File: src/sv/signed_decimal_field_formatter_macros.svh
// assertion macros for the signed decimal field formatter
// no dependencies; included by the rtl file that carries assertions
`ifndef SIGNED_DECIMAL_FIELD_FORMATTER_MACROS_SVH
`define SIGNED_DECIMAL_FIELD_FORMATTER_MACROS_SVH

`ifndef ASSERT_OFF
// antecedent implies consequent in the same cycle
`define SDFF_ASSERT_IMPLY(label, clk, rstn, ante, cons) \
    label: assert property (@(posedge clk) disable iff (!(rstn)) (ante) |-> (cons)) \
        else $error("sdff assertion failed");
// antecedent implies consequent in the next cycle
`define SDFF_ASSERT_NEXT(label, clk, rstn, ante, cons) \
    label: assert property (@(posedge clk) disable iff (!(rstn)) (ante) |=> (cons)) \
        else $error("sdff assertion failed");
`else
`define SDFF_ASSERT_IMPLY(label, clk, rstn, ante, cons)
`define SDFF_ASSERT_NEXT(label, clk, rstn, ante, cons)
`endif

`endif

File: src/sv/sdff_pkg.sv
// types and constants of the signed decimal field formatter
// no dependencies
`default_nettype none

package sdff_pkg;

    localparam int VALUE_W    = 32;
    localparam int BCD_DIGITS = 10;
    localparam int BCD_W      = 4 * BCD_DIGITS;
    localparam int IN_W       = 48;
    localparam int CHAR_W     = 8;

    localparam logic [CHAR_W-1:0] ASCII_ZERO  = 8'd48;
    localparam logic [CHAR_W-1:0] ASCII_MINUS = 8'd45;
    localparam logic [CHAR_W-1:0] ASCII_PLUS  = 8'd43;
    localparam logic [CHAR_W-1:0] ASCII_SPACE = 8'd32;
    localparam logic [CHAR_W-1:0] ASCII_NUL   = 8'd0;

    typedef enum logic [2:0] {
        ST_IDLE,
        ST_CONV,
        ST_SIZE,
        ST_ALIGN,
        ST_EMIT
    } state_t;

endpackage

`default_nettype wire

File: src/sv/signed_decimal_field_formatter.sv
// sequence: capture, 32 double-dabble steps (one bit each), sizing, digit alignment,
// then one character per cycle to the output register while the output is not stalled
// one item at a time: the next is taken only when the bit-serial binary to bcd loop and
// the one-character-per-beat emitter are done with the last one, and it is taken
// while the last character still waits in the output register
// reset: synchronous active-low aresetn clears the state machine and output valid
`default_nettype none
`include "signed_decimal_field_formatter_macros.svh"

module signed_decimal_field_formatter #(
    parameter int MAX_LEN = 32
) (
    input  wire logic        aclk,
    input  wire logic        aresetn,
    // s_tdata, low bit up: value[31:0], plus_flag, blank_flag, zero_flag, left_flag,
    // has_precision, precision[4:0], field_width[4:0], one zero fill bit
    input  wire logic        s_tvalid,
    output logic             s_tready,
    input  wire logic [47:0] s_tdata,
    // m_tdata: char_out[7:0]; m_tuser: char_valid; m_tlast: last
    output logic             m_tvalid,
    input  wire logic        m_tready,
    output logic [7:0]       m_tdata,
    output logic             m_tuser,
    output logic             m_tlast
);

    // counter width: holds MAX_LEN and at least the 5-bit field inputs
    localparam int LEN_BITS = $clog2(MAX_LEN + 1);
    localparam int CNT_W    = (LEN_BITS > 6) ? LEN_BITS : 6;
    localparam int POS_W    = 4;

    localparam logic [CNT_W-1:0] W_MAX = CNT_W'(MAX_LEN);
    localparam logic [CNT_W-1:0] P_MAX = CNT_W'(MAX_LEN - 1);

    // ---------------- registers ----------------
    sdff_pkg::state_t state_reg, state_next;

    logic [sdff_pkg::VALUE_W-1:0] mag_reg, mag_next;        // magnitude shift-out register
    logic [sdff_pkg::BCD_W-1:0]   bcd_reg, bcd_next;        // bcd digits, digit 9 on top
    logic [4:0]                   shift_cnt_reg, shift_cnt_next;
    logic                         neg_reg, neg_next;
    logic                         zero_reg, zero_next;
    logic                         left_reg, left_next;
    logic                         has_p_reg, has_p_next;
    logic [4:0]                   prec_reg, prec_next;
    logic [4:0]                   fwidth_reg, fwidth_next;
    logic                         slot_reg, slot_next;      // sign character still to send
    logic [7:0]                   sign_reg, sign_next;
    logic [CNT_W-1:0]             dig_left_reg, dig_left_next; // digit positions still to send
    logic [POS_W-1:0]             pos_reg, pos_next;        // digit index + 1 seen on top nibble

    logic       m_tvalid_reg, m_tvalid_next;
    logic [7:0] m_tdata_reg, m_tdata_next;
    logic       m_tuser_reg, m_tuser_next;
    logic       m_tlast_reg, m_tlast_next;

    // ---------------- combinational helpers ----------------
    logic                         s_beat;
    logic                         out_ld;
    logic [sdff_pkg::VALUE_W-1:0] in_value;
    logic [sdff_pkg::BCD_W-1:0]   bcd_adj;
    logic [3:0]                   ndig;
    logic [CNT_W-1:0]             w_sat, p_sat, plain, ndig_ext, len, digits_out;
    logic                         zero_pad, mag_zero, emit_done;
    logic [3:0]                   top_nib;

    assign in_value = s_tdata[31:0];
    assign s_beat   = s_tvalid && s_tready;
    // output register can take a character this cycle
    assign out_ld   = (state_reg == sdff_pkg::ST_EMIT) && (!m_tvalid_reg || m_tready);
    assign top_nib  = bcd_reg[sdff_pkg::BCD_W-1 -: 4];

    // double dabble correction: each nibble of 5 or more gets 3 added before the shift
    always_comb begin
        for (int k = 0; k < sdff_pkg::BCD_DIGITS; k++) begin
            bcd_adj[4*k +: 4] = (bcd_reg[4*k +: 4] >= 4'd5) ? bcd_reg[4*k +: 4] + 4'd3
                                                              : bcd_reg[4*k +: 4];
        end
    end

    // digit count of the magnitude, zero counts as one digit
    always_comb begin
        ndig = 4'd1;
        for (int k = 0; k < sdff_pkg::BCD_DIGITS; k++) begin
            if (bcd_reg[4*k +: 4] != 4'd0) begin
                ndig = 4'(k + 1);
            end
        end
    end

    // field sizing, evaluated in the sizing state
    always_comb begin
        mag_zero = (bcd_reg == '0);
        ndig_ext = CNT_W'(ndig);
        w_sat    = (CNT_W'(fwidth_reg) > W_MAX) ? W_MAX : CNT_W'(fwidth_reg);
        p_sat    = (CNT_W'(prec_reg) > P_MAX) ? P_MAX : CNT_W'(prec_reg);
        plain    = ndig_ext + CNT_W'(neg_reg);
        zero_pad = zero_reg && !has_p_reg && !left_reg && (w_sat > plain);
        if (zero_pad) begin
            len = w_sat;
        end else if (has_p_reg && (p_sat > ndig_ext)) begin
            len = p_sat + CNT_W'(slot_reg);
        end else begin
            len = ndig_ext + CNT_W'(slot_reg);
        end
        // zero with an explicit zero precision prints no digit at all
        if (has_p_reg && (prec_reg == 5'd0) && mag_zero) begin
            digits_out = '0;
        end else begin
            digits_out = len - CNT_W'(slot_reg);
        end
    end

    // the current beat is the final one of this conversion
    always_comb begin
        if (slot_reg) begin
            emit_done = (dig_left_reg == '0);
        end else begin
            emit_done = (dig_left_reg <= CNT_W'(1));
        end
    end

    // ---------------- next state ----------------
    always_comb begin
        state_next = state_reg;
        case (state_reg)
            sdff_pkg::ST_IDLE: begin
                if (s_beat) begin
                    state_next = sdff_pkg::ST_CONV;
                end
            end
            sdff_pkg::ST_CONV: begin
                if (shift_cnt_reg == 5'd0) begin
                    state_next = sdff_pkg::ST_SIZE;
                end
            end
            sdff_pkg::ST_SIZE: begin
                state_next = sdff_pkg::ST_ALIGN;
            end
            sdff_pkg::ST_ALIGN: begin
                if (!(CNT_W'(pos_reg) > dig_left_reg)) begin
                    state_next = sdff_pkg::ST_EMIT;
                end
            end
            sdff_pkg::ST_EMIT: begin
                if (out_ld && emit_done) begin
                    state_next = sdff_pkg::ST_IDLE;
                end
            end
            default: begin
                state_next = sdff_pkg::ST_IDLE;
            end
        endcase
    end

    // ---------------- datapath and outputs ----------------
    always_comb begin
        mag_next       = mag_reg;
        bcd_next       = bcd_reg;
        shift_cnt_next = shift_cnt_reg;
        neg_next       = neg_reg;
        zero_next      = zero_reg;
        left_next      = left_reg;
        has_p_next     = has_p_reg;
        prec_next      = prec_reg;
        fwidth_next    = fwidth_reg;
        slot_next      = slot_reg;
        sign_next      = sign_reg;
        dig_left_next  = dig_left_reg;
        pos_next       = pos_reg;
        m_tdata_next   = m_tdata_reg;
        m_tuser_next   = m_tuser_reg;
        m_tlast_next   = m_tlast_reg;
        m_tvalid_next  = m_tready ? 1'b0 : m_tvalid_reg;
        s_tready       = 1'b0;

        case (state_reg)
            sdff_pkg::ST_IDLE: begin
                s_tready = 1'b1;
                if (s_beat) begin
                    neg_next       = in_value[sdff_pkg::VALUE_W-1];
                    mag_next       = in_value[sdff_pkg::VALUE_W-1] ? (~in_value + 32'd1)
                                                                   : in_value;
                    bcd_next       = '0;
                    shift_cnt_next = 5'd31;
                    zero_next      = s_tdata[34];
                    left_next      = s_tdata[35];
                    has_p_next     = s_tdata[36];
                    prec_next      = s_tdata[41:37];
                    fwidth_next    = s_tdata[46:42];
                    // sign priority: minus, then blank, then plus
                    slot_next      = s_tdata[31] || s_tdata[33] || s_tdata[32];
                    if (s_tdata[31]) begin
                        sign_next = sdff_pkg::ASCII_MINUS;
                    end else if (s_tdata[33]) begin
                        sign_next = sdff_pkg::ASCII_SPACE;
                    end else begin
                        sign_next = sdff_pkg::ASCII_PLUS;
                    end
                end
            end
            sdff_pkg::ST_CONV: begin
                // one binary bit into the bcd register per cycle
                bcd_next       = {bcd_adj[sdff_pkg::BCD_W-2:0], mag_reg[sdff_pkg::VALUE_W-1]};
                mag_next       = {mag_reg[sdff_pkg::VALUE_W-2:0], 1'b0};
                shift_cnt_next = shift_cnt_reg - 5'd1;
            end
            sdff_pkg::ST_SIZE: begin
                dig_left_next = digits_out;
                pos_next      = POS_W'(sdff_pkg::BCD_DIGITS);
            end
            sdff_pkg::ST_ALIGN: begin
                // bring digit (dig_left - 1) to the top nibble
                if (CNT_W'(pos_reg) > dig_left_reg) begin
                    bcd_next = {bcd_reg[sdff_pkg::BCD_W-5:0], 4'd0};
                    pos_next = pos_reg - POS_W'(1);
                end
            end
            sdff_pkg::ST_EMIT: begin
                if (out_ld) begin
                    m_tvalid_next = 1'b1;
                    m_tlast_next  = emit_done;
                    if (slot_reg) begin
                        m_tdata_next = sign_reg;
                        m_tuser_next = 1'b1;
                        slot_next    = 1'b0;
                    end else if (dig_left_reg == '0) begin
                        // empty string marker
                        m_tdata_next = sdff_pkg::ASCII_NUL;
                        m_tuser_next = 1'b0;
                    end else begin
                        m_tuser_next  = 1'b1;
                        dig_left_next = dig_left_reg - CNT_W'(1);
                        if (dig_left_reg <= CNT_W'(sdff_pkg::BCD_DIGITS)) begin
                            m_tdata_next = sdff_pkg::ASCII_ZERO | {4'd0, top_nib};
                            bcd_next     = {bcd_reg[sdff_pkg::BCD_W-5:0], 4'd0};
                        end else begin
                            m_tdata_next = sdff_pkg::ASCII_ZERO;
                        end
                    end
                end
            end
            default: begin
                s_tready = 1'b0;
            end
        endcase
    end

    // ---------------- registers ----------------
    always_ff @(posedge aclk) begin
        if (!aresetn) begin
            state_reg     <= sdff_pkg::ST_IDLE;
            m_tvalid_reg  <= 1'b0;
            shift_cnt_reg <= 5'd0;
            slot_reg      <= 1'b0;
            dig_left_reg  <= '0;
            pos_reg       <= '0;
            bcd_reg       <= '0;
        end else begin
            state_reg     <= state_next;
            m_tvalid_reg  <= m_tvalid_next;
            shift_cnt_reg <= shift_cnt_next;
            slot_reg      <= slot_next;
            dig_left_reg  <= dig_left_next;
            pos_reg       <= pos_next;
            bcd_reg       <= bcd_next;
        end
    end

    always_ff @(posedge aclk) begin
        mag_reg     <= mag_next;
        neg_reg     <= neg_next;
        zero_reg    <= zero_next;
        left_reg    <= left_next;
        has_p_reg   <= has_p_next;
        prec_reg    <= prec_next;
        fwidth_reg  <= fwidth_next;
        sign_reg    <= sign_next;
        m_tdata_reg <= m_tdata_next;
        m_tuser_reg <= m_tuser_next;
        m_tlast_reg <= m_tlast_next;
    end

    assign m_tvalid = m_tvalid_reg;
    assign m_tdata  = m_tdata_reg;
    assign m_tuser  = m_tuser_reg;
    assign m_tlast  = m_tlast_reg;

    // ---------------- assertions ----------------
    `SDFF_ASSERT_NEXT(a_accept_starts_conv, aclk, aresetn, s_beat,
        state_reg == sdff_pkg::ST_CONV)
    `SDFF_ASSERT_NEXT(a_conv_ends_in_size, aclk, aresetn,
        (state_reg == sdff_pkg::ST_CONV) && (shift_cnt_reg == 5'd0),
        state_reg == sdff_pkg::ST_SIZE)
    `SDFF_ASSERT_IMPLY(a_marker_is_last, aclk, aresetn, m_tvalid_reg && !m_tuser_reg,
        m_tlast_reg)
    `SDFF_ASSERT_IMPLY(a_digits_bounded, aclk, aresetn,
        (state_reg == sdff_pkg::ST_EMIT) || (state_reg == sdff_pkg::ST_ALIGN),
        dig_left_reg <= W_MAX)

endmodule

`default_nettype wire
File: config.mk
export PLATFORM = sky130hd
export DESIGN_NAME = signed_decimal_field_formatter
export DESIGN_NICKNAME = d
export VERILOG_FILES = /design/src/sv/sdff_pkg.sv /design/src/sv/signed_decimal_field_formatter.sv
export VERILOG_INCLUDE_DIRS = /design/src /design/src/sv
export SDC_FILE = /design/constraint.sdc
export NUM_CORES = 1
export LEC_CHECK = 0
export ABC_CLOCK_PERIOD_IN_PS = 5250
export BUFFER_PORTS_ARGS = -buffer_cell sky130_fd_sc_hd__buf_2
export CORE_MARGIN = 1.5
export CORE_UTILIZATION = 50
export DETAILED_ROUTE_END_ITERATION = 10
export PLACE_DENSITY = 0.69
export SETUP_SLACK_MARGIN = 0.05
export SLEW_MARGIN = 10
export SYNTH_ARGS = -nofsm -noshare
export SYNTH_HDL_FRONTEND = slang
export SYNTH_SLANG_ARGS = --single-unit
File: constraint.sdc
create_clock -name aclk -period 5.25 [get_ports aclk]
set_input_delay 0.2625 -clock aclk [delete_from_list [all_inputs] [get_ports aclk]]
set_output_delay 0.2625 -clock aclk [all_outputs]
set_load 0.02 [all_outputs]
==> metrics <==
status finished, final reports clean; Routed WL 16100 µm; Final setup viols 0; relative max-transition margin 30.7%; Netlist cell types 65; Fin. Hold Viols 0; WHS Path Cells 1; Min-Delay Path Class in -> reg; post-CTS setup buffers 0; Final Hold Slack 0.0241 ns; Vias/cell 5.62; post-synthesis simple-gate area fraction 18.6%; Crit path largest cell delay 0.45 ns; core area 14500 µm²; worst r2r dst dig_left_reg[4]; Critical Path, Cell by Cell inv_1 -> ha_1 -> nor3b_1 -> a21boi_0 -> o41ai_1 -> a21oi_1 -> ha_1 -> ha_1 -> xor2_1 -> ha_1 -> nand3_1 -> o21bai_1 -> a21oi_1 -> buf_4 -> nor2_1 -> a21oi_1 -> ha_1 -> inv_1 -> a21o_1 -> nor4_1 -> xnor2_1 -> a22o_1; dpl cell area 7840 µm²; Starting DRT DRC Count 330; Post-Synth XOR/XNOR Area 5.77%; DRT met1 WL 7640 µm; Clk pwr share 39.0%; Seq/Total Area, Yosys 38.8%; HP Start s_tdata[44]; share of layout cells above drive strength 1 12.1%; Tot GR Track Use 21.5%; Top Metal Used met4; sequential share of power 35.5%; Setup Skew 0.00747 ns; Slew Limit Fails 0; # port buffers 60; routed wl met2 7790 µm; Final min period 4.75 ns; synthesized area per cell 8.72 µm²; CTS H-tree depth 4; Pwr Density 402 nW/µm²; area leader, netlist edfxtp_1; Worst Path Max Fanout 11; CP endpoint kind register; Post-Syn Instances 852; antenna-violating nets left 0; antenna violations before repair 0; DRT Pass-1 Iters 4; ys async rst share 0%; Largest register FFs 40; maxcap violations 0; largest net degree at the start of global routing 84; Synth Area in Compound Gates 22.9%; starting density of the core 51.1%; #FFs+latches synth 116; clk slew on worst S/H paths 0.06 ns; WHS Endpoint fwidth_reg[2]; CP bufs+invs 3; Leakage Power 0.00334 µW; first-pass GRT wire length 27600 µm; post-synthesis mux area share 0.404%; CP Launch Type register; CP max stage cell nor3b_1; Die Width 125 µm; Internal 2410 µW; Ports 64; Clock Tree Buf Depth 2; Rows 44; Residual DRC 0; n_diodes 0; die height 125 µm; data required time at the worst endpoint 5.56 ns; cell area after layout 8630 µm²; ys flop type dfxtp_1; Worst R2R Start bcd_reg[17]; Synth Warn # 0; post-synthesis adder-cell area fraction 8.58%; via count 6180; Net Sw Power 1060 µW; period utilisation layout 90.5%; Fillers 1306; CP Launch Point bcd_reg[17]; largest family of logic cells by synthesized area compound AO/OA/AOI/OAI gates; flop2flop setup slack 0.50 ns; # nets final 1006; Critical Path AT 5.06 ns; HPWL Detailed 10700 µm; Yosys top cell area share 22.6%; TritonCTS buffer count 17; Crit path max-delay family compound AO/OA/AOI/OAI gates; EDFF count, synth 56; Clock Sinks 116; most frequent CP cell ha_1; setup tns final 0 ns; Routed wire per std cell 14.7 µm; dominant cells by area after synthesis edfxtp_1 23%, dfxtp_1 16%, ha_1 8.6%; Area growth syn-to-layout 16.1%; met3 WL post-DR 579 µm; Worst-Margin Slew 1.03 ns; clk_lat worst skew 0.42 ns; Sw Share 30.6%; grt ovf 0; synthesized cell area 7430 µm²; Comb pwr share 25.5%; critical path class reg -> reg; number of global-route vias before repair 5858; CTS tree yes; Root Driver clkbuf_16; DIE AREA 15600 µm²; GPL Wtd Cong 0.834; top achievable clock speed 0.210 GHz; cts hold-fix bufs 1; RSZ-0062 raised after global routing false; R2R depth 22; Max VDD drop 0.000270 V; post_cts resized 0
[power by group through the flow]
stage | Clock [µW] | Combinational [µW] | Sequential (µW)
after detailed placement | 0 | 875 | 1250
after global routing | 1420 | 1020 | 1250
final | 1350 | 883 | 1230
after global placement | 0 | 857 | 1250
after CTS | 1370 | 884 | 1230
after floorplan | 0 | 692 | 1210
[cells in the final DEF (no fill, tap or decap), drive strengths merged, types with 6 or more instances in the layout]
cell type,Yosys,layout
dfxtp,60,60
inv,44,44
or4,8,8
o31ai,6,6
or3,10,10
nand2,97,97
a22oi,18,18
nand2b,7,7
o21ai,73,73
nor2b,20,20
a21o,6,6
o211a,10,10
dlygate4sd3,0,10
ha,51,51
buf,13,66
a22o,7,7
nor3b,13,13
bufinv,0,7
clkbuf,32,18
nor2,81,81
xor2,32,32
nand3,6,6
o211ai,11,11
a211oi,31,31
o21a,6,6
xnor2,17,17
a21oi,51,51
nor3,26,26
edfxtp,56,56
o41ai,6,6
[per-stage QoR]
step,utilization [%],worst slack (ns),cells,total power [µW]
floorplan,-,0.994,853,1900
global placement,54.0,0.597,1058,2100
detailed placement,54.0,0.552,1058,2120
CTS,58.7,0.524,1091,3480
global route,59.4,0.0690,1100,3680
finish,59.4,0.498,1100,3470
[cell usage after synthesis (8+ instances only)]
cell and number:
nor3_1 26, nor3b_1 13, dfxtp_1 60, or3_1 8
inv_1 44, a21oi_1 51, o211a_1 10, nor2b_1 20
clkbuf_1 32, xnor2_1 17, nand2_1 97, o21ai_0 71
ha_1 51, a211oi_1 31, edfxtp_1 56, nor2_1 81
xor2_1 32, a22oi_1 18, o211ai_1 11
[cell type report]
| class | count | area (µm²) | share of cell area [%] |
|---|---|---|---|
| multi-input combinational | 647 | 4210 | 48.8 |
| sequential | 116 | 2880 | 33.4 |
| timing repair buffer | 76 | 445 | 5.16 |
| clock buffer | 18 | 429 | 4.97 |
| clock inverter | 14 | 258 | 2.99 |
| tap | 184 | 230 | 2.67 |
| inverter | 45 | 169 | 1.96 |
[layer usage]
layer	vias up	global-route usage (%)
met5	-	0
met4	0	5.88
li1	3189	-
met3	12	5.05
met1	2867	27.7
met2	112	36.3
[logic make-up after synthesis]
group,count (synthesis)
and+or+nand+nor,288
xor gates and xnor gates,49
other,2
AOI/OAI and AO/OA,253
muxes,3
DFF,116
adders and majority gates,51
buffers and inverters,90
[worst register-to-register path, cell delays in order (launching register included)]
cell,delay [ns]
dfxtp_1,0.35
inv_1,0.09
ha_1,0.19
nor3b_1,0.45
a21boi_0,0.16
o41ai_1,0.34
a21oi_1,0.22
ha_1,0.27
ha_1,0.19
xor2_1,0.16
ha_1,0.27
nand3_1,0.08
o21bai_1,0.20
a21oi_1,0.16
buf_4,0.19
nor2_1,0.06
a21oi_1,0.18
ha_1,0.17
inv_1,0.05
a21o_1,0.14
nor4_1,0.40
xnor2_1,0.12
a22o_1,0.19
[worst max path at each step]
stage                                 end  slack (ns)  cells after the start
after detailed placement  dig_left_reg[4]        0.55                     21
after global routing      dig_left_reg[4]        0.07                     23
after global placement    dig_left_reg[4]        0.60                     22
final                     dig_left_reg[4]        0.50                     22
after floorplan           dig_left_reg[4]        0.99                     23
after CTS                 dig_left_reg[4]        0.52                     22
Power figures use the tool's default switching activity.
